### src/design/vlrc_ram.sv
// Generic simple dual-port RAM with registered read.
module vlrc_ram #(
	parameter int W = 8,
	parameter int D = 16
) (
	input  logic                 clk,
	input  logic                 we,
	input  logic [$clog2(D)-1:0] waddr,
	input  logic [W-1:0]         wdata,
	input  logic                 re,
	input  logic [$clog2(D)-1:0] raddr,
	output logic [W-1:0]         rdata
);

	logic [W-1:0] mem_q [D];

	always_ff @(posedge clk) begin
		if (we) begin
			mem_q[waddr] <= wdata;
		end
		if (re) begin
			rdata <= mem_q[raddr];
		end
	end

endmodule

### config.mk
export PLATFORM = sky130hd
export DESIGN_NAME = vlrc_ram
export DESIGN_NICKNAME = d
export VERILOG_FILES = /design/src/design/vlrc_ram.sv
export SDC_FILE = /design/constraint.sdc
export NUM_CORES = 1
export LEC_CHECK = 0
export ABC_CLOCK_PERIOD_IN_PS = 1600
export BUFFER_PORTS_ARGS = -buffer_cell sky130_fd_sc_hd__buf_2
export CORE_MARGIN = 4
export CORE_UTILIZATION = 30
export CTS_CLUSTER_DIAMETER = 150
export DETAILED_ROUTE_END_ITERATION = 8
export SETUP_SLACK_MARGIN = 0.5
export SLEW_MARGIN = 20
export SYNTH_ARGS = -nofsm -noshare
export SYNTH_HDL_FRONTEND = slang
export SYNTH_SLANG_ARGS = --single-unit
### constraint.sdc
create_clock -name clk -period 1.6 [get_ports clk]
set_input_delay 0.16 -clock clk [delete_from_list [all_inputs] [get_ports clk]]
set_output_delay 0.16 -clock clk [all_outputs]
set_load 0.005 [all_outputs]
==> flow_summary_export.csv <==
group,metric,value,unit
sta,clock_skew,0.004235,ns
synth,synthTopCellsByArea,"edfxtp_1, mux4_2, mux4_1, a22oi_1, nor2_1",
power_and_ir_drop,power.leakage,2.127,nW
placement,port-buffer-count,26,
global_routing,use_met2,17.30,%
global_routing,grt_max_degree,23,
synth,yosysUniqueCellTypes,18,
sta,slew_headroom,36.48,%
die,core_area,0.01718,mm²
synth,synth_top_area_share,78.12,%
sta,whs,0.1167,ns
cts,path_clk_slew,0.06,ns
worst_setup_path,worst-path-max-fanout,1,
power_and_ir_drop,finalPower,0.008458,W
global_routing,top_usage_layer,"met2",
outcome,status,"finished, final reports clean",
synth,synth_nets,248,
worst_setup_path,rrSetupSlack,0.21,ns
placement,dp_hpwl,6.899,mm
placement,pre_cts_slack,-0.1414,ns
worst_setup_path,crit_family,"multiplexers",
sta,fmax,720.4,MHz
die,die_h,140.0,µm
worst_setup_path,worstPathArrival,1.55,ns
global_routing,grt_pass1_vias,2698,
final_layout,drive_gt1_share,46.18,%
global_routing,antenna_found_initial,0,
sta,setup_viol,0,
cts,clock-sinks,136,
synth,avgSynthCellArea,22.83,µm²
worst_setup_path,crit_path_cell_trace,"mux4_2 -> a22oi_2 -> nand2_1",
global_routing,overflow,0,
drt,drc,0,
final_layout,num-nets-final,307,
power_and_ir_drop,power.density,1296,mW/mm²
global_routing,grt_pass1_wl,16.49,mm
drt,wire_per_inst,20.30,µm
sta,hold_viol,0,
run,maxCapViolCount,0,
drt,drt-pass1-iter-count,4,
die,boundaryPins,27,
die,start_util,30.43,%
die,dieWidth,140.0,µm
worst_hold_path,hold_path_class,"in2reg",
drt,postRouteAntennaNets,0,
synth,synth_top_area_cell,"edfxtp_1",
sta,rsz0062_at_grt,"yes",
cts,cts_root_buffer,"clkbuf_16",
placement,place_congestion,0.7341,
drt,drt_wl_total,10.68,mm
cts,cts_buffer_depth,2,
synth,syn_inst,229,
synth,syn_area,0.005228,mm²
die,dieArea,0.01960,mm²
cts,clk_latency,0.41,ns
sta,worst_slew_pin_slew,0.9493,ns
cts,cts_tree,"done",
global_routing,gr-usage-all-layers,11.57,%
worst_setup_path,crit_path_top_delay_cell,"mux4_2",
drt,vias_per_cell,4.721,
worst_setup_path,crit_path_start_kind,"flip-flop",
die,num_rows,48,
synth,yosys_warnings,0,
sta,fin_crit_sh,86.76,%
global_routing,met1_usage,16.38,%
final_layout,antenna_cells,0,
worst_setup_path,endpoint_kind,"flip-flop",
worst_setup_path,path_buf_inv,0,
cts,numCtsBuffers,17,
worst_setup_path,worst-setup-path-type,"reg2reg",
cts,htreeDepth,4,
sta,setup_ws,0.2118,ns
global_routing,met3_usage,3.619,%
worst_setup_path,critical_path.max_stage_delay,0.50,ns
drt,vias,2483,
worst_setup_path,worstPathRequired,1.76,ns
drt,drtIter0Drc,209,
sta,layout_min_cycle_time,1.388,ns
cts,cts_setup_buffers,0,
sta,fin_tns_setup,0,ns
synth,ys_seq_area_share,78.12,%
sta,report.final.slew_viol_count,0,
final_layout,area_growth,24.87,%
power_and_ir_drop,vdd_drop_max,0.6305,mV
synth,synth-seq-cells,136,
-- metrics by stage --
| step | cell area (µm²) | utilization (%) | cells |
|---|---|---|---|
| floorplan | 5291 | - | 229 |
| global placement | 5863 | 34.13 | 494 |
| detailed placement | 5863 | 34.13 | 494 |
| CTS | 6518 | 37.94 | 526 |
| global route | 6528 | 38.00 | 526 |
| finish | 6528 | 38.00 | 526 |
-- synth_stat cells, drive strengths merged --
cell type and n:
nand3b 2, buf 7, and2 1, nor3 4, edfxtp 136, nor2b 1
nand3 1, or3b 1, nor2 13, mux4 32, clkdlybuf4s25 3, nand2b 2
nand2 9, and2b 1, a22oi 16
-- worst reg2reg max path, cell delays in order (launching register included) --
cell and delay, ns:
edfxtp_1 0.40, mux4_2 0.50, a22oi_2 0.18, nand2_1 0.06
-- layout by cell type, fill, tap and decap left out --
| cell | n |
|---|---|
| a22oi_1 | 4 |
| a22oi_2 | 12 |
| and2_1 | 1 |
| and2b_1 | 1 |
| buf_12 | 8 |
| buf_2 | 26 |
| buf_4 | 16 |
| bufinv_16 | 4 |
| clkbuf_16 | 17 |
| clkinv_1 | 1 |
| clkinv_2 | 7 |
| clkinvlp_4 | 2 |
| edfxtp_1 | 136 |
| inv_6 | 1 |
| mux4_2 | 32 |
| nand2_1 | 9 |
| nand2b_1 | 2 |
| nand3_1 | 1 |
| nand3b_1 | 2 |
| nor2_1 | 4 |
| nor2_2 | 6 |
| nor2_4 | 3 |
| nor2b_1 | 1 |
| nor3_2 | 1 |
| nor3_4 | 3 |
| or3b_4 | 1 |
-- worst paths after layout --
kind | start | to | depth (start not counted)
hold reg to reg | mem_q[6][6] | rdata[6] | 3
hold / removal | re | rdata[7] | 1
setup / recovery | mem_q[0][1] | rdata[1] | 3
setup reg to reg | mem_q[0][1] | rdata[1] | 3
-- layer usage --
layer	share of wire [%]	vias up
met2	47	67
met5	0	-
met4	1.2	0
li1	-	1089
met1	46	1313
met3	5.2	14
-- logic make-up after synthesis --
group,after synthesis,synth area share (%)
AOI/OAI and AO/OA,16,2.298
buffers and inverters,10,1.651
DFF,136,78.12
muxes,32,14.79
and+or+nand+nor,35,3.136
-- power by group --
group          switching, W  internal (W)
combinational      0.000244      0.000202
sequential        0.0000235       0.00402
clock               0.00139       0.00258
-- what timing repair did --
action / 4_1_cts / 5_1_grt
gates resized for setup: 11 / 2
setup endpoints to repair: 14 / 16
pin swaps: 4 / 3
hold buffers: 0 / 0
gates cloned: 0 / 0
-- sequential cells by signal (all words and copies together) (netlist names) --
signal and flops:
mem_q 128, rdata 8
-- area by class of cell --
class / instances / area [µm²]
fillers: 1596 / 10650
multi-input cells: 83 / 1144
repair buffers: 50 / 410.4
flip-flops and latches: 136 / 4084
clock buffers: 17 / 425.4
well taps: 225 / 281.5
clock inverters: 15 / 182.7
Power figures use the tool's default switching activity.
